[src/rtl/ps2sle_pkg.sv]
`default_nettype none
package ps2sle_pkg;

  // line buffer geometry
  localparam int LINE_MAX    = 31;
  localparam int STORE_DEPTH = 31;
  localparam int LEN_W       = 5;
  localparam int CHAR_W      = 7;

  // result kinds
  localparam logic [1:0] KIND_ECHO = 2'd0;
  localparam logic [1:0] KIND_LINE = 2'd1;
  localparam logic [1:0] KIND_END  = 2'd2;

  // special characters
  localparam logic [CHAR_W-1:0] CH_BS = 7'h08;
  localparam logic [CHAR_W-1:0] CH_NL = 7'h0A;

  // key operations
  localparam logic [2:0] OP_NONE   = 3'd0;
  localparam logic [2:0] OP_CHAR   = 3'd1;
  localparam logic [2:0] OP_BKSP   = 3'd2;
  localparam logic [2:0] OP_ENTER  = 3'd3;
  localparam logic [2:0] OP_RECALL = 3'd4;

  // scan codes
  localparam logic [7:0] SC_TAB       = 8'h0F;
  localparam logic [7:0] SC_LSHIFT    = 8'h2A;
  localparam logic [7:0] SC_RSHIFT    = 8'h36;
  localparam logic [7:0] SC_LSHIFT_UP = 8'hAA;
  localparam logic [7:0] SC_RSHIFT_UP = 8'hB6;
  localparam logic [7:0] SC_CAPS      = 8'h3A;
  localparam logic [7:0] SC_UP        = 8'h48;
  localparam logic [7:0] SC_MAP_LAST  = 8'd57;

  typedef struct packed {
    logic [2:0]        op;
    logic [CHAR_W-1:0] ch;
  } key_cmd_t;

  localparam logic [CHAR_W-1:0] PLAIN_MAP [0:57] = '{
    7'h00, 7'h1B, 7'h31, 7'h32, 7'h33, 7'h34, 7'h35, 7'h36, 7'h37, 7'h38,
    7'h39, 7'h30, 7'h2D, 7'h3D, 7'h08, 7'h09, 7'h71, 7'h77, 7'h65, 7'h72,
    7'h74, 7'h79, 7'h75, 7'h69, 7'h6F, 7'h70, 7'h5B, 7'h5D, 7'h0A, 7'h00,
    7'h61, 7'h73, 7'h64, 7'h66, 7'h67, 7'h68, 7'h6A, 7'h6B, 7'h6C, 7'h3B,
    7'h27, 7'h60, 7'h00, 7'h5C, 7'h7A, 7'h78, 7'h63, 7'h76, 7'h62, 7'h6E,
    7'h6D, 7'h2C, 7'h2E, 7'h2F, 7'h00, 7'h2A, 7'h00, 7'h20
  };

  localparam logic [CHAR_W-1:0] UPPER_MAP [0:57] = '{
    7'h00, 7'h1B, 7'h21, 7'h40, 7'h23, 7'h24, 7'h25, 7'h5E, 7'h26, 7'h2A,
    7'h28, 7'h29, 7'h5F, 7'h2B, 7'h08, 7'h09, 7'h51, 7'h57, 7'h45, 7'h52,
    7'h54, 7'h59, 7'h55, 7'h49, 7'h4F, 7'h50, 7'h7B, 7'h7D, 7'h0A, 7'h00,
    7'h41, 7'h53, 7'h44, 7'h46, 7'h47, 7'h48, 7'h4A, 7'h4B, 7'h4C, 7'h3A,
    7'h22, 7'h7E, 7'h00, 7'h7C, 7'h5A, 7'h58, 7'h43, 7'h56, 7'h42, 7'h4E,
    7'h4D, 7'h3C, 7'h3E, 7'h3F, 7'h00, 7'h2A, 7'h00, 7'h20
  };

endpackage
`default_nettype wire

[src/rtl/ps2sle_in_if.sv]
`default_nettype none
interface ps2sle_in_if;
  logic       valid;
  logic       ready;
  logic [7:0] scancode;

  modport source (output valid, output scancode, input ready);
  modport sink (input valid, input scancode, output ready);
endinterface
`default_nettype wire

[src/rtl/ps2sle_out_if.sv]
`default_nettype none
interface ps2sle_out_if;
  logic                           valid;
  logic                           ready;
  logic [1:0]                     out_kind;
  logic [ps2sle_pkg::CHAR_W-1:0]  out_char;
  logic                           last_of_run;

  modport source (output valid, output out_kind, output out_char, output last_of_run,
                  input ready);
  modport sink (input valid, input out_kind, input out_char, input last_of_run,
                output ready);
endinterface
`default_nettype wire

[src/rtl/ps2sle_ram.sv]
`default_nettype none
module ps2sle_ram #(
  parameter int DEPTH = 31,
  parameter int WIDTH = 7
) (
  input  wire logic                     clk,
  input  wire logic                     we,
  input  wire logic [$clog2(DEPTH)-1:0] waddr,
  input  wire logic [WIDTH-1:0]         wdata,
  input  wire logic [$clog2(DEPTH)-1:0] raddr,
  output logic      [WIDTH-1:0]         rdata
);

  logic [WIDTH-1:0] mem [0:DEPTH-1];

  always_ff @(posedge clk) begin
    if (we) begin
      mem[waddr] <= wdata;
    end
    rdata <= mem[raddr];
  end

endmodule
`default_nettype wire

[src/rtl/ps2sle_keymap.sv]
`default_nettype none
module ps2sle_keymap (
  input  wire logic                 clk,
  input  wire logic                 rst,
  input  wire logic [7:0]           code,
  input  wire logic                 apply,
  input  wire logic                 hist_any,
  output ps2sle_pkg::key_cmd_t      cmd
);

  logic                          shift_held;
  logic                          caps_on;
  logic [ps2sle_pkg::CHAR_W-1:0] lo;
  logic [ps2sle_pkg::CHAR_W-1:0] hi;
  logic [ps2sle_pkg::CHAR_W-1:0] ch;
  logic                          use_upper;
  logic                          alpha_key;

  // modifier tracking
  always_ff @(posedge clk) begin
    if (rst) begin
      shift_held <= 1'b0;
      caps_on    <= 1'b0;
    end else if (apply) begin
      if (code == ps2sle_pkg::SC_LSHIFT || code == ps2sle_pkg::SC_RSHIFT) begin
        shift_held <= 1'b1;
      end else if (code == ps2sle_pkg::SC_LSHIFT_UP || code == ps2sle_pkg::SC_RSHIFT_UP) begin
        shift_held <= 1'b0;
      end else if (code == ps2sle_pkg::SC_CAPS) begin
        caps_on <= ~caps_on;
      end
    end
  end

  always_comb begin
    lo        = '0;
    hi        = '0;
    if (code <= ps2sle_pkg::SC_MAP_LAST) begin
      lo = ps2sle_pkg::PLAIN_MAP[code[5:0]];
      hi = ps2sle_pkg::UPPER_MAP[code[5:0]];
    end
    alpha_key = (lo >= 7'h61) && (lo <= 7'h7A);
    use_upper = shift_held ^ (alpha_key & caps_on);
    ch        = use_upper ? hi : lo;

    cmd.op = ps2sle_pkg::OP_NONE;
    cmd.ch = ch;
    if (code == ps2sle_pkg::SC_TAB) begin
      cmd.op = ps2sle_pkg::OP_NONE;
    end else if (code == ps2sle_pkg::SC_UP && hist_any) begin
      cmd.op = ps2sle_pkg::OP_RECALL;
    end else if (code == ps2sle_pkg::SC_LSHIFT || code == ps2sle_pkg::SC_RSHIFT) begin
      cmd.op = ps2sle_pkg::OP_NONE;
    end else if (code <= ps2sle_pkg::SC_MAP_LAST) begin
      if (ch == ps2sle_pkg::CH_NL) begin
        cmd.op = ps2sle_pkg::OP_ENTER;
      end else if (ch == ps2sle_pkg::CH_BS) begin
        cmd.op = ps2sle_pkg::OP_BKSP;
      end else if (ch != '0) begin
        cmd.op = ps2sle_pkg::OP_CHAR;
      end
    end
  end

endmodule
`default_nettype wire

[src/rtl/ps2sle_sequencer.sv]
`default_nettype none
module ps2sle_sequencer (
  input  wire logic clk,
  input  wire logic rst,
  ps2sle_in_if.sink     keys,
  ps2sle_out_if.source  text
);

  localparam logic [2:0] S_IDLE   = 3'd0;
  localparam logic [2:0] S_DECODE = 3'd1;
  localparam logic [2:0] S_BKSP   = 3'd2;
  localparam logic [2:0] S_COPY   = 3'd3;
  localparam logic [2:0] S_ENDMK  = 3'd4;

  localparam int LW = ps2sle_pkg::LEN_W;
  localparam int CW = ps2sle_pkg::CHAR_W;

  logic [2:0]    state, state_next;
  logic [7:0]    code;
  logic [LW-1:0] len, len_next;
  logic [LW-1:0] hist_len, hist_len_next;
  logic [LW-1:0] idx, idx_next;
  logic          to_hist, to_hist_next;

  logic          o_valid;
  logic [1:0]    o_kind;
  logic [CW-1:0] o_char;
  logic          o_last;

  logic          slot_free;
  logic          emit;
  logic [1:0]    e_kind;
  logic [CW-1:0] e_char;
  logic          e_last;

  logic          line_we;
  logic [LW-1:0] line_waddr;
  logic [CW-1:0] line_wdata;
  logic [CW-1:0] line_rdata;
  logic          hist_we;
  logic [CW-1:0] hist_rdata;
  logic [LW-1:0] last_idx;

  ps2sle_pkg::key_cmd_t cmd;

  ps2sle_keymap u_keymap (
    .clk      (clk),
    .rst      (rst),
    .code     (code),
    .apply    (state == S_DECODE),
    .hist_any (hist_len != '0),
    .cmd      (cmd)
  );

  // read address follows the next copy index so data lines up with idx
  ps2sle_ram #(.DEPTH(ps2sle_pkg::STORE_DEPTH), .WIDTH(CW)) u_line_ram (
    .clk   (clk),
    .we    (line_we),
    .waddr (line_waddr),
    .wdata (line_wdata),
    .raddr (idx_next),
    .rdata (line_rdata)
  );

  ps2sle_ram #(.DEPTH(ps2sle_pkg::STORE_DEPTH), .WIDTH(CW)) u_hist_ram (
    .clk   (clk),
    .we    (hist_we),
    .waddr (idx),
    .wdata (line_rdata),
    .raddr (idx_next),
    .rdata (hist_rdata)
  );

  assign slot_free        = !o_valid || text.ready;
  assign keys.ready       = (state == S_IDLE);
  assign text.valid       = o_valid;
  assign text.out_kind    = o_kind;
  assign text.out_char    = o_char;
  assign text.last_of_run = o_last;
  assign last_idx         = (to_hist ? len : hist_len) - LW'(1);

  always_comb begin
    state_next    = state;
    len_next      = len;
    hist_len_next = hist_len;
    idx_next      = idx;
    to_hist_next  = to_hist;
    emit          = 1'b0;
    e_kind        = ps2sle_pkg::KIND_ECHO;
    e_char        = '0;
    e_last        = 1'b0;
    line_we       = 1'b0;
    line_waddr    = idx;
    line_wdata    = hist_rdata;
    hist_we       = 1'b0;

    case (state)
      S_IDLE: begin
        if (keys.valid) begin
          state_next = S_DECODE;
        end
      end
      S_DECODE: begin
        case (cmd.op)
          ps2sle_pkg::OP_CHAR: begin
            if (len >= LW'(ps2sle_pkg::LINE_MAX)) begin
              state_next = S_IDLE;
            end else if (slot_free) begin
              emit       = 1'b1;
              e_char     = cmd.ch;
              e_last     = 1'b1;
              line_we    = 1'b1;
              line_waddr = len;
              line_wdata = cmd.ch;
              len_next   = len + LW'(1);
              state_next = S_IDLE;
            end
          end
          ps2sle_pkg::OP_BKSP: begin
            if (len == '0) begin
              state_next = S_IDLE;
            end else if (slot_free) begin
              emit       = 1'b1;
              e_char     = ps2sle_pkg::CH_BS;
              e_last     = 1'b1;
              len_next   = len - LW'(1);
              state_next = S_IDLE;
            end
          end
          ps2sle_pkg::OP_ENTER: begin
            if (slot_free) begin
              emit         = 1'b1;
              e_char       = ps2sle_pkg::CH_NL;
              to_hist_next = 1'b1;
              state_next   = (len != '0) ? S_COPY : S_ENDMK;
            end
          end
          ps2sle_pkg::OP_RECALL: begin
            to_hist_next = 1'b0;
            state_next   = (len != '0) ? S_BKSP : S_COPY;
          end
          default: begin
            state_next = S_IDLE;
          end
        endcase
      end
      S_BKSP: begin
        if (slot_free) begin
          emit     = 1'b1;
          e_char   = ps2sle_pkg::CH_BS;
          len_next = len - LW'(1);
          if (len == LW'(1)) begin
            state_next = S_COPY;
          end
        end
      end
      S_COPY: begin
        if (slot_free) begin
          emit = 1'b1;
          if (to_hist) begin
            e_kind  = ps2sle_pkg::KIND_LINE;
            e_char  = line_rdata;
            hist_we = 1'b1;
          end else begin
            e_char  = hist_rdata;
            e_last  = (idx == last_idx);
            line_we = 1'b1;
          end
          if (idx == last_idx) begin
            idx_next = '0;
            if (to_hist) begin
              hist_len_next = len;
              len_next      = '0;
              state_next    = S_ENDMK;
            end else begin
              len_next   = hist_len;
              state_next = S_IDLE;
            end
          end else begin
            idx_next = idx + LW'(1);
          end
        end
      end
      S_ENDMK: begin
        if (slot_free) begin
          emit       = 1'b1;
          e_kind     = ps2sle_pkg::KIND_END;
          e_last     = 1'b1;
          len_next   = '0;
          state_next = S_IDLE;
        end
      end
      default: begin
        state_next = S_IDLE;
      end
    endcase
  end

  always_ff @(posedge clk) begin
    if (rst) begin
      state    <= S_IDLE;
      len      <= '0;
      hist_len <= '0;
      idx      <= '0;
      to_hist  <= 1'b0;
      o_valid  <= 1'b0;
    end else begin
      state    <= state_next;
      len      <= len_next;
      hist_len <= hist_len_next;
      idx      <= idx_next;
      to_hist  <= to_hist_next;
      if (emit) begin
        o_valid <= 1'b1;
      end else if (text.ready) begin
        o_valid <= 1'b0;
      end
    end
  end

  always_ff @(posedge clk) begin
    if (keys.valid && keys.ready) begin
      code <= keys.scancode;
    end
    if (emit) begin
      o_kind <= e_kind;
      o_char <= e_char;
      o_last <= e_last;
    end
  end

endmodule
`default_nettype wire

[src/rtl/ps2_scancode_line_editor_top.sv]
// scan-code set 1 line editor
//
// keys: one raw scan-code byte per item (make and break codes). text: result
// items, each an echo character, a character of a completed line, or the end
// marker of a completed line; last_of_run flags the final result of a key.
// both channels move an item when valid and ready are high at a clock edge.
//
// a key is taken in the idle state and decoded in the next cycle; a
// single-result key writes its item into the output register from the decode
// state, and the next key is taken once the sequencer is back in idle. enter and
// up-arrow stream one result per cycle, while the output register is free, out
// of the line and history memories (registered read, address run ahead by the
// copy counter): up to 62 results per key. shift, caps lock, tab and unmapped
// codes give no result.
//
// a result waits in the output register while the receiver stalls; the
// sequencer holds its place and resumes as soon as the register frees up.
// keys are taken only between runs.
//
// reset clears shift, caps lock, line and history lengths and the output
// valid; memory contents are left as they are and never read unwritten.
`default_nettype none
module ps2_scancode_line_editor_top (
  input  wire logic     clk,
  input  wire logic     rst,
  ps2sle_in_if.sink     keys,
  ps2sle_out_if.source  text
);

  // all work lives in the sequencer: keymap, line and history memories
  ps2sle_sequencer u_seq (
    .clk  (clk),
    .rst  (rst),
    .keys (keys),
    .text (text)
  );

endmodule
`default_nettype wire
[src/flat_wrapper.sv]
// flat-port wrapper written by rule: the top's interface ports become plain ports
module ps2_scancode_line_editor_top_flat 
  (clk, rst, keys_valid, keys_scancode, keys_ready, text_valid, text_out_kind, text_out_char, text_last_of_run, text_ready);
  ps2sle_in_if keys_i ();
  ps2sle_out_if text_i ();
  input  wire logic clk;
  input  wire logic rst;
  input wire logic [$bits(keys_i.valid)-1:0] keys_valid;
  input wire logic [$bits(keys_i.scancode)-1:0] keys_scancode;
  output wire logic [$bits(keys_i.ready)-1:0] keys_ready;
  output wire logic [$bits(text_i.valid)-1:0] text_valid;
  output wire logic [$bits(text_i.out_kind)-1:0] text_out_kind;
  output wire logic [$bits(text_i.out_char)-1:0] text_out_char;
  output wire logic [$bits(text_i.last_of_run)-1:0] text_last_of_run;
  input wire logic [$bits(text_i.ready)-1:0] text_ready;
  assign keys_i.valid = keys_valid;
  assign keys_i.scancode = keys_scancode;
  assign keys_ready = keys_i.ready;
  assign text_valid = text_i.valid;
  assign text_out_kind = text_i.out_kind;
  assign text_out_char = text_i.out_char;
  assign text_last_of_run = text_i.last_of_run;
  assign text_i.ready = text_ready;
  ps2_scancode_line_editor_top u_core (.clk(clk), .rst(rst), .keys(keys_i), .text(text_i));
endmodule
[config.mk]
export PLATFORM = sky130hd
export DESIGN_NAME = ps2_scancode_line_editor_top_flat
export DESIGN_NICKNAME = d
export VERILOG_FILES = /design/src/rtl/ps2sle_pkg.sv /design/src/rtl/ps2sle_in_if.sv /design/src/rtl/ps2sle_out_if.sv /design/src/rtl/ps2sle_ram.sv /design/src/rtl/ps2sle_keymap.sv /design/src/rtl/ps2sle_sequencer.sv /design/src/rtl/ps2_scancode_line_editor_top.sv /design/src/flat_wrapper.sv
export SDC_FILE = /design/constraint.sdc
export NUM_CORES = 1
export LEC_CHECK = 0
export ABC_AREA = 0
export BUFFER_PORTS_ARGS = -buffer_cell sky130_fd_sc_hd__buf_2
export CORE_MARGIN = 2
export CORE_UTILIZATION = 45
export CTS_BUF_LIST = sky130_fd_sc_hd__clkbuf_4 sky130_fd_sc_hd__clkbuf_8 sky130_fd_sc_hd__clkbuf_16
export DETAILED_ROUTE_END_ITERATION = 7
export HOLD_SLACK_MARGIN = 0.12
export PLACE_DENSITY = 0.67
export SLEW_MARGIN = 20
export SYNTH_ARGS = -nofsm -noshare
export SYNTH_HDL_FRONTEND = slang
export SYNTH_SLANG_ARGS = --single-unit
export TNS_END_PERCENT = 5
[constraint.sdc]
create_clock -name clk -period 6.9 [get_ports clk]
set_input_delay 0.345 -clock clk [delete_from_list [all_inputs] [get_ports clk]]
set_output_delay 0.345 -clock clk [all_outputs]
set_load 0.02 [all_outputs]
; Word-level counts from Yosys, hierarchy flattened
; Memories as Yosys holds them, arrays and structs flattened. A register that Yosys moved wholly into a read port is not among the register bits.
; Cells that the tools add are included.
[word_totals]
ramBits = 434
reg_bits = 40
memories = 4
romBits = 896
[op_classes]
n_reduce_logical = 23
bitwise_logic = 6
n_addsub = 4
magnitude_cmp = 5
muxes = 89
n_eq_ne = 31
[memory_table]
columns = memory, words, word_bits, read_ports, rd_clocked_by_memory_dff, wr, line_no
row1 = (name not given), 64, 7, 1, 0, 0, ps2sle_keymap.sv:40  ; hi = ps2sle_pkg::UPPER_MAP[code[5:0]];
row2 = (name not given), 64, 7, 1, 0, 0, ps2sle_keymap.sv:39  ; lo = ps2sle_pkg::PLAIN_MAP[code[5:0]];
row3 = u_core.u_seq.u_hist_ram.mem, 31, 7, 1, 1, 1, ps2sle_ram.sv:14  ; logic [WIDTH-1:0] mem [0:DEPTH-1];
row4 = u_core.u_seq.u_line_ram.mem, 31, 7, 1, 1, 1, ps2sle_ram.sv:14
[op_table]
columns = cell, count
row1 = 2-to-1 mux 7 bit, 15
row2 = 2-to-1 mux 5 bit, 16
row3 = 2-to-1 mux 3 bit, 17
row4 = case mux 7 bit (3 select lines), 2
row5 = "== test 8 x 6 -> 1 bit, second input constant", 3
row6 = 2-to-1 mux 1 bit, 24
row7 = case mux 5 bit (4 select lines), 1
row8 = "== test 8 bit, second input constant", 2
row9 = "inequality test 3 bit, second input constant", 5
row10 = case mux 3 bit (5 select lines), 1
row11 = "== test 7 x 4 -> 1 bit, second input constant", 2
row12 = "greater-or-equal comparator 7 bit, second input constant", 2
row13 = "inequality test 2 bit, second input constant", 7
row14 = "== test 3 x 2 -> 1 bit, second input constant", 4
row15 = 2-to-1 mux 4 bit, 3
row16 = case mux 3 bit (4 select lines), 1
row17 = "adder 5 x 1 -> 5 bit, second input constant", 2
row18 = case mux 5 bit (2 select lines), 1
row19 = nonzero test 5 bit, 2
row20 = "subtractor 5 x 1 -> 5 bit, second input constant", 2
row21 = "== test 8 x 4 -> 1 bit, second input constant", 1
row22 = "== test 8 x 7 -> 1 bit, second input constant", 1
row23 = "less-or-equal comparator 8 x 6 -> 1 bit, second input constant", 1
row24 = case mux 1 bit (2 select lines), 4
row25 = 27 further kinds, 39

; Logic depth before layout (Yosys ltp)
; Gate-level depths: netlist of the first run.
[logic_depth]
word_depth = 23
mapped_depth = 17

; By module
; From an unflattened synthesis of the first run, not the netlist that was laid out.
[unflattened]
hier_cells = 1574
hier_area_um2 = 21978.6
[modules_own_cells]
columns = module, area_per_inst_um2, n_inst, seq_area_each_um2, cells_each
row1 = ps2sle_ram at u_core.u_seq.u_line_ram, 8883.5, 1, 6656.4, 521
row2 = ps2sle_ram at u_core.u_seq.u_hist_ram, 8877.3, 1, 6656.4, 512
row3 = ps2sle_sequencer, 2635.0, 1, 940.9, 319
row4 = ps2sle_keymap, 1582.8, 1, 40.0, 222

; Worst setup path before layout of the first run
; No wires, ideal clock.
[synth_timing]
path_type = reg2reg
startpoint = register u_core.u_seq.code[1]
endpoint = memory u_core.u_seq.u_line_ram.mem[0][0], data pin
t_required_ns = 6.454
slack_ns = 1.349
arrival_time_ns = 5.105
path_stages_with_launch = 16
path_cell_list = edfxtp_1 -> buf_2 -> inv_1 -> ha_1 -> o21bai_1 -> a31o_4 -> a311o_1 -> or3_4 -> or3_4 -> a211oi_4 -> nor2_2 -> a31o_4 -> o2111a_1 -> buf_4 -> clkbuf_1 -> o21ai_0
[synth_between]
elab_chain_len = 21
word_cells_on_any_way = 37
cone_classes = 3 x order compare / 7 x eq/ne / 18 x mux / 3 x bitwise / 4 x reduce/logical / 2 x memory
[synth_lines]
columns = item, line_no
row1 = "start, declared", ps2sle_sequencer.sv:19  ; logic [7:0] code;
row2 = "start signal, assigned", ps2sle_sequencer.sv:223  ; code <= keys.scancode;
row3 = inverter 6 -> 7 bit (not written as such), "ps2sle_keymap.sv:39, ps2sle_keymap.sv:40"
row4 = memory read (64 x 7 bit), n/a
row5 = 2-to-1 mux 7 bit (not written as such) (2 in a row), ps2sle_keymap.sv:39
row6 = 2-to-1 mux 7 bit, ps2sle_keymap.sv:38  ; if (code <= ps2sle_pkg::SC_MAP_LAST) begin
row7 = greater-or-equal comparator 7 bit / less-or-equal comparator 7 bit (equally long branches), ps2sle_keymap.sv:42  ; alpha_key = (lo >= 7'h61) && (lo <= 7'h7A);
row8 = logical AND 1 bit, ps2sle_keymap.sv:42
row9 = bitwise AND 1 bit, ps2sle_keymap.sv:43  ; use_upper = shift_held ^ (alpha_key & caps_on);
row10 = XOR 1 bit, ps2sle_keymap.sv:43
row11 = (+5 left out), n/a
row12 = 2-to-1 mux 3 bit, ps2sle_keymap.sv:54  ; end else if (code <= ps2sle_pkg::SC_MAP_LAST) begin
row13 = 2-to-1 mux 3 bit, ps2sle_keymap.sv:52  ; end else if (code == ps2sle_pkg::SC_LSHIFT || code == ps2sle_pkg::SC_RSHIFT) begin
row14 = 2-to-1 mux 3 bit, ps2sle_keymap.sv:50  ; end else if (code == ps2sle_pkg::SC_UP && hist_any) begin
row15 = 2-to-1 mux 3 bit, ps2sle_keymap.sv:48  ; if (code == ps2sle_pkg::SC_TAB) begin
row16 = == test 3 x 1 -> 1 bit, ps2sle_sequencer.sv:104  ; case (cmd.op)
row17 = 2-to-1 mux 7 bit *, ps2sle_sequencer.sv:104
row18 = 2-to-1 mux 7 bit *, ps2sle_sequencer.sv:97  ; case (state)
row19 = via u_core.u_seq.line_wdata[0], ps2sle_sequencer.sv:38  ; logic [CW-1:0] line_wdata;
row20 = "end, declared", ps2sle_ram.sv:14
; Mark *: on every way through the listed nets, which the timed path passes. The rest lies on a longest branch. The select of a mux whose other input is x is not followed.

; Final worst setup path of the first run
[layout_timing]
startpoint = register u_core.u_seq.code[1]
endpoint = memory u_core.u_seq.u_line_ram.mem[13][2] (enable)
[layout_between]
elab_chain_len = 23
word_cells_on_any_way = 39
cone_classes = 3 x order compare / 7 x eq/ne / 20 x mux / 3 x bitwise / 4 x reduce/logical / 2 x memory
[layout_lines]
columns = item, line_no
row1 = inverter 6 -> 7 bit (not written as such), "ps2sle_keymap.sv:39, ps2sle_keymap.sv:40"
row2 = memory read (64 x 7 bit), n/a
row3 = 2-to-1 mux 7 bit (not written as such) (2 in a row), ps2sle_keymap.sv:39
row4 = 2-to-1 mux 7 bit, ps2sle_keymap.sv:38
row5 = greater-or-equal comparator 7 bit / less-or-equal comparator 7 bit (equally long branches), ps2sle_keymap.sv:42
row6 = logical AND 1 bit, ps2sle_keymap.sv:42
row7 = bitwise AND 1 bit, ps2sle_keymap.sv:43
row8 = XOR 1 bit, ps2sle_keymap.sv:43
row9 = (+6 left out), n/a
row10 = 2-to-1 mux 3 bit, ps2sle_keymap.sv:52
row11 = 2-to-1 mux 3 bit, ps2sle_keymap.sv:50
row12 = 2-to-1 mux 3 bit *, ps2sle_keymap.sv:48
row13 = == test 3 x 1 -> 1 bit *, ps2sle_sequencer.sv:104
row14 = 2-to-1 mux 1 bit, ps2sle_sequencer.sv:104
row15 = case mux 1 bit (2 select lines), ps2sle_sequencer.sv:97
row16 = 2-to-1 mux 1 bit, ps2sle_ram.sv:17  ; if (we) begin
row17 = 2-to-1 mux 1 bit (not written as such), ps2sle_ram.sv:18  ; mem[waddr] <= wdata;
; Mark *: on every way between the ends. The rest lies on a longest branch, timed or not. The select of a mux whose other input is x is not followed.

==> flow_metrics.py, run 1 <==
metrics = {
    "grt": {
        "grt_usage_pct": 23.7,
        "grt_overflow": 0,
        "grt_pass1_wl_um": 92500,
        "grt_max_degree": 70,
        "grt_pass1_vias": 15295,
        "antenna_found_initial": 0,
    },
    "critical_path": {
        "rr_worst_depth": 15,
        "crit_slowest_cell": "edfxtp_1",
        "r2r_end": "u_core.u_seq.u_line_ram.mem[13][2]$_DFFE_PP_",
        "cpLargestDelayFamily": "compound AO/OA/AOI/OAI gates",
        "arrival_ps": 6320,
        "max_stage_delay_ps": 660,
        "worst-r2r-setup-slack_ps": 870,
        "path_cells": "inv_1, ha_1, o21bai_1, a31oi_2, o21ai_0, nor4_1, o21ai_1, o31a_1, nor2_4, mux2i_2, o2111a_1, buf_4, or3b_1, a21oi_1, buf_4",
        "crit_fanout": 19,
        "r2r-start": "u_core.u_seq.code[1]$_DFFE_PP_",
        "critPathCaptureType": "register",
        "crit_type": "register to register",
        "crit_path_frequent_cell": "buf_4",
        "startpoint_type": "register",
        "path_buf_inv": 3,
        "required_ps": 7190,
    },
    "floorplan": {
        "initial_core_util_pct": 45.8,
        "fp-row-count": 81,
        "die_w_um": 228,
        "dieArea_um2": 51800,
        "core_area_um2": 49200,
        "pin_count": 24,
        "fp.dieH_um": 228,
    },
    "routing": {
        "finalWirelength_um": 61300,
        "drt_iter0_drc": 2032,
        "route.detailed.drc": 0,
        "vias_per_cell": 6.00,
        "post_drt_wl_per_cell_um": 22.8,
        "antenna_left": 0,
        "dr.pass1.iters": 5,
        "via_count": 16139,
    },
    "synthesis": {
        "synth.most_common_cell": "nand2_1",
        "yosys-top-cells-count": "479 x nand2_1, 452 x edfxtp_1, 147 x nand3_1",
        "syn_area_um2": 22500,
        "synth_edf_count": 452,
        "synthCells": 1977,
        "syn_area_per_cell_um2": 11.4,
        "synth_area_leader_cell": "edfxtp_1",
        "synth.top_cell.area_share_pct": 60.3,
        "synth_area_leaders": "edfxtp_1 60%, nand2_1 8.0%, nand3_1 3.3%",
        "seq_area_frac_synth_pct": 63.5,
        "synthArstFlopShare_pct": 0,
        "synthFlopType": "edfxtp_1",
        "ys_ff_latch": 488,
        "synth_nets": 2012,
        "synthDistinctLibCells": 91,
        "ys_warn_count": 0,
    },
    "sta": {
        "setup-tns-final_ps": 0,
        "worst_pin_slew_ps": 912,
        "min_period_ps": 6030,
        "drv_slew": 0,
        "clock_skew_ps": 18.6,
        "slew_headroom_pct": 38.7,
        "fmax_mhz": 166,
        "finalSetupViolCount": 0,
        "hold_viol": 0,
        "rsz0062_at_grt": "no",
        "min_period_over_period_pct": 87.4,
    },
    "hold_path": {
        "min_to": "u_core.u_seq.idx[1]$_SDFF_PP0_",
        "hp-class": "input pin to register",
        "holdPathStages": 2,
        "holdCritStartpoint": "rst",
    },
    "cells_and_area": {
        "diodes": 0,
        "nFillCells": 4278,
        "instances_no_fill": 2688,
        "drive_above_1_share_pct": 11.5,
        "nets": 2019,
        "area_delta_synth_final_pct": 12.3,
    },
    "power_and_ir_drop": {
        "power_leakage_nw": 8.53,
        "total_power_mw": 6.17,
        "ir_worst_vdd_uv": 191,
        "power_density_nw_per_um2": 244,
    },
    "cts": {
        "cts_root_buf": "clkbuf_16",
        "clk_pin_slew_ps": 70,
        "cts.sinks": 488,
        "cts_tree": "done",
        "cts_htree_levels": 2,
        "ctsResizeCount": 0,
        "hold_buffers": 8,
        "cts-buffers-inserted": 51,
        "cts_setup_buffers": 0,
        "clock_path_buffers": 3,
        "clkLatencyLatePin_ps": 600,
    },
    "place": {
        "place_congestion": 0.901,
        "place_inst": 2587,
        "io_buffers": 23,
        "dp_hpwl_um": 36700,
    },
    "run_status": {
        "outcome": "complete, no violations",
    },
    "flow_run": {
        "drv_cap": 0,
    },
}
-- worst max path at each step --
stage               cells past startpoint                            from                                           end  slack, ps
floorplan                              15  u_core.u_seq.code[1]$_DFFE_PP_   u_core.u_seq.u_line_ram.mem[0][0]$_DFFE_PP_       1350
global placement                       14  u_core.u_seq.code[1]$_DFFE_PP_  u_core.u_seq.u_line_ram.mem[30][6]$_DFFE_PP_       1070
detailed placement                     14  u_core.u_seq.code[1]$_DFFE_PP_  u_core.u_seq.u_line_ram.mem[20][6]$_DFFE_PP_        830
CTS                                    14  u_core.u_seq.code[1]$_DFFE_PP_   u_core.u_seq.u_line_ram.mem[4][6]$_DFFE_PP_        800
global route                           15  u_core.u_seq.code[1]$_DFFE_PP_  u_core.u_seq.u_line_ram.mem[14][2]$_DFFE_PP_        540
finish                                 15  u_core.u_seq.code[1]$_DFFE_PP_  u_core.u_seq.u_line_ram.mem[13][2]$_DFFE_PP_        870
-- cells by family (layout without fill, tap and decap cells) --
kind of cell    count (synthesis)  after routing  share of synthesized area (%)
buf+inv                       173            220                           3.17
mux                            29             29                           1.47
compound gates                344            344                           11.7
fa+ha+maj                      23             23                           1.28
simple gates                  909            909                           18.5
flops                         488            488                           63.5
xor+xnor                       11             11                          0.428
-- flip-flops by register name (all words and copies together) (netlist names) --
| register | flops |
|---|---|
| u_core.u_seq.text.out_kind | 2 |
| u_core.u_seq.u_keymap.caps_on | 1 |
| u_core.u_seq.len | 5 |
| u_core.u_seq.to_hist | 1 |
| u_core.u_seq.state | 3 |
| u_core.u_seq.hist_len | 5 |
| u_core.u_seq.text.last_of_run | 1 |
| u_core.u_seq.code | 8 |
| u_core.u_seq.idx | 5 |
| u_core.u_seq.u_line_ram.mem | 217 |
| u_core.u_seq.text.valid | 1 |
| u_core.u_seq.text.out_char | 7 |
| u_core.u_seq.u_line_ram.rdata | 7 |
| u_core.u_seq.u_keymap.shift_held | 1 |
| u_core.u_seq.u_hist_ram.mem | 217 |
| u_core.u_seq.u_hist_ram.rdata | 7 |
-- routing by layer --
| metal | vias to the layer above | wire length (um) | GRT usage [%] |
|---|---|---|---|
| li1 | 7363 | - | - |
| met1 | 7986 | 26100 | 33.1 |
| met2 | 669 | 28500 | 37.1 |
| met3 | 121 | 4620 | 4.25 |
| met4 | 0 | 2020 | 8.75 |
| met5 | - | 0 | 0 |
-- through the flow --
stage          hold WS, ps  util (%)  setup WS (ps)  cell area [um2]
3_3_place_gp           505      47.8           1070            23500
5_1_grt                203      51.4            543            25300
4_1_cts                170      51.3            801            25200
2_1_floorplan          444         -           1350            22500
3_5_place_dp           523      47.8            833            23500
6_report               190      51.4            868            25300
-- power by group --
| part | internal [mW] | switching [mW] |
|---|---|---|
| Clock | 1.58 | 1.13 |
| Combinational | 0.0861 | 0.143 |
| Sequential | 3.19 | 0.0247 |
| Total | 4.86 | 1.30 |
-- cell usage in the layout (no fill, tap or decap), drive strengths merged, types with 20 or more instances in the layout --
master and n:
clkbuf 67, inv 29, nor2 96, clkinv 20, dfxtp 36, o31ai 22, nand2b 22, a21oi 47
nand2 479, a311oi 75, buf 89, and3 60, mux2i 21, a211oi 37, nor2b 20, nand3 147
edfxtp 452, a31oi 25, ha 23, o21ai 43
-- area by class of cell --
| class | count | area, um2 | share of cell area [%] |
|---|---|---|---|
| Clock buffer | 67 | 1400 | 5.55 |
| Clock inverter | 26 | 256 | 1.02 |
| Inverter | 30 | 113 | 0.446 |
| Multi-Input combinational cell | 1316 | 7630 | 30.2 |
| Sequential cell | 488 | 14300 | 56.6 |
| Tap cell | 664 | 831 | 3.29 |
| Timing Repair Buffer | 97 | 741 | 2.93 |
No activity file was read; power rests on OpenSTA's default activity.
==> inputs of run 2 (changes only) <==
--- a/config.mk
+++ b/config.mk
@@ -7,12 +7,11 @@
 export LEC_CHECK = 0
 export ABC_AREA = 0
 export BUFFER_PORTS_ARGS = -buffer_cell sky130_fd_sc_hd__buf_2
-export CORE_MARGIN = 2
+export CORE_MARGIN = 1
 export CORE_UTILIZATION = 45
 export CTS_BUF_LIST = sky130_fd_sc_hd__clkbuf_4 sky130_fd_sc_hd__clkbuf_8 sky130_fd_sc_hd__clkbuf_16
 export DETAILED_ROUTE_END_ITERATION = 7
 export HOLD_SLACK_MARGIN = 0.12
-export PLACE_DENSITY = 0.67
 export SLEW_MARGIN = 20
 export SYNTH_ARGS = -nofsm -noshare
 export SYNTH_HDL_FRONTEND = slang
==> run 2 against run 1 <==
Net effect:
- global-route usage is 0.71 points higher
- worst setup slack improved by 260 ps
- die area shrank 1.7%
- fmax rose by 4.6%
- highest routed layer unchanged
- critical endpoint is now u_core.u_seq.u_line_ram.mem[3][0]$_DFFE_PP_
- critical path depth rose by 1
- total power up 2.9%
- via count fell by 1.7%
- routed wire length increased by 0.22%
- clock skew is 2.1 ps lower
- cell count decreased by 0.11%
- final area up 0.38%
==> flow_metrics.py, run 2 (synthesis gave the netlist of run 1 again) <==
metrics = {
    "sta": {
        "fmax_mhz": 173,
        "setup-tns-final_ps": 0,
        "setup_ws_ps": 1130,
        "drv_slew": 0,
        "worst_pin_slew_ps": 1080,
        "min_period_ps": 5770,
        "finalSetupViolCount": 0,
        "min_period_over_period_pct": 83.6,
        "hold_viol": 0,
        "slew_headroom_pct": 27.8,
        "rsz0062_at_grt": "no",
        "clock_skew_ps": 16.6,
    },
    "grt": {
        "grt-busiest-layer": "met2",
        "grt_overflow": 0,
        "grt_pass1_vias": 15314,
        "grt_max_degree": 92,
        "grt_usage_pct": 24.4,
        "use_met3_pct": 3.50,
        "gr-usage-met1_pct": 33.0,
        "use_met2_pct": 39.6,
        "antenna_found_initial": 0,
        "grt_pass1_wl_um": 93300,
    },
    "critical_path": {
        "critPathCaptureType": "register",
        "arrival_ps": 6210,
        "max_stage_delay_ps": 460,
        "path_cells": "buf_4, inv_1, ha_1, o21bai_1, a31oi_2, o21ai_0, nor4_1, o21ai_1, o31a_1, nor2_4, mux2i_2, o2111a_1, buf_4, o21ai_0, o21ai_2, buf_4",
        "startpoint_type": "register",
        "crit_path_frequent_cell": "buf_4",
        "crit_slowest_cell": "o21ai_2",
        "required_ps": 7340,
        "crit_fanout": 21,
        "crit_type": "register to register",
    },
    "cts": {
        "cts.sinks": 488,
        "cts_setup_buffers": 0,
        "hold_buffers": 8,
        "cts_htree_levels": 2,
        "clk_pin_slew_ps": 60,
        "ctsResizeCount": 0,
        "cts-buffers-inserted": 51,
        "clock_path_buffers": 3,
        "cts_root_buf": "clkbuf_16",
        "clkLatencyLatePin_ps": 610,
        "cts_tree": "done",
    },
    "cells_and_area": {
        "instances_no_fill": 2685,
        "utilization_pct": 51.6,
        "area_delta_synth_final_pct": 12.7,
        "mostFrequentLayoutCell": "nand2_1",
        "layout_common_cells": "479 x nand2_1, 452 x edfxtp_1, 147 x nand3_1, 94 x nor2_1, 74 x a311oi_1",
        "diodes": 0,
        "drive_above_1_share_pct": 11.7,
        "reg_top3": "u_core.u_seq.u_hist_ram.mem x217, u_core.u_seq.u_line_ram.mem x217, u_core.u_seq.code x8",
        "nets": 2015,
    },
    "floorplan": {
        "core_area_um2": 49200,
        "pin_count": 24,
        "fp.dieH_um": 226,
        "die_w_um": 226,
        "dieArea_um2": 50900,
        "fp-row-count": 81,
        "initial_core_util_pct": 45.8,
    },
    "flow_run": {
        "drv_cap": 0,
    },
    "hold_path": {
        "hp-class": "input pin to register",
    },
    "place": {
        "place_congestion": 0.941,
        "io_buffers": 23,
        "place_ws_ps": 1220,
        "place_inst": 2583,
        "dp_hpwl_um": 38300,
    },
    "run_status": {
        "outcome": "complete, no violations",
    },
    "routing": {
        "route.detailed.drc": 0,
        "drt_iter0_drc": 1635,
        "finalWirelength_um": 61400,
        "antenna_left": 0,
        "via_count": 15859,
        "dr.pass1.iters": 5,
        "vias_per_cell": 5.91,
        "post_drt_wl_per_cell_um": 22.9,
    },
    "power_and_ir_drop": {
        "ir_worst_vdd_uv": 192,
        "power_leakage_nw": 8.56,
        "power_density_nw_per_um2": 250,
    },
}
run 2: power by group:
part	total (mW)	leakage, nW	switching, mW	internal, mW
clock	2.90	0.892	1.17	1.73
sequential	3.21	4.38	0.0195	3.19
combinational	0.236	3.29	0.150	0.0858
total	6.34	8.56	1.34	5.01
run 2: metrics by stage:
stage / hold slack (ps) / total power [mW] / cell area [um2]
CTS: 151 / 6.39 / 25300
finish: 184 / 6.34 / 25400
detailed placement: 524 / 3.50 / 23500
floorplan: 444 / 3.44 / 22500
global route: 169 / 6.53 / 25400
global placement: 525 / 3.50 / 23500
run 2: final timing paths:
kind,depth (start not counted),slack [ps],to,from
min,2,180,u_core.u_seq.idx[4]$_SDFF_PP0_,rst
max,16,1130,u_core.u_seq.u_line_ram.mem[3][0]$_DFFE_PP_,u_core.u_seq.code[1]$_DFFE_PP_
max reg2reg,16,1130,u_core.u_seq.u_line_ram.mem[3][0]$_DFFE_PP_,u_core.u_seq.code[1]$_DFFE_PP_
min reg2reg,2,550,u_core.u_seq.u_keymap.caps_on$_SDFFE_PP0P_,u_core.u_seq.u_keymap.caps_on$_SDFFE_PP0P_
run 2: routing by layer:
layer	share of wire (%)	wire length (um)
met5	0	0
met4	3.9	2390
met3	6.0	3680
met2	47	29100
met1	43	26300
run 2: cell type report:
cell class                      count  area, um2
Fill cell                        4272      23800
Sequential cell                   488      14300
Multi-Input combinational cell   1316       7600
Clock buffer                       67       1460
Tap cell                          664        831
Timing Repair Buffer               93        723
Clock inverter                     27        338
Inverter                           30        113
run 2: worst max-delay path: cells and delay by family (launching register included):
family,cells,cell delay (ps)
adder cells (fa/ha/maj),1,400
multiplexers,1,320
buffers and inverters,4,1210
AO/OA/AOI/OAI,8,2590
AND/OR/NAND/NOR,2,710
flip-flops,1,370
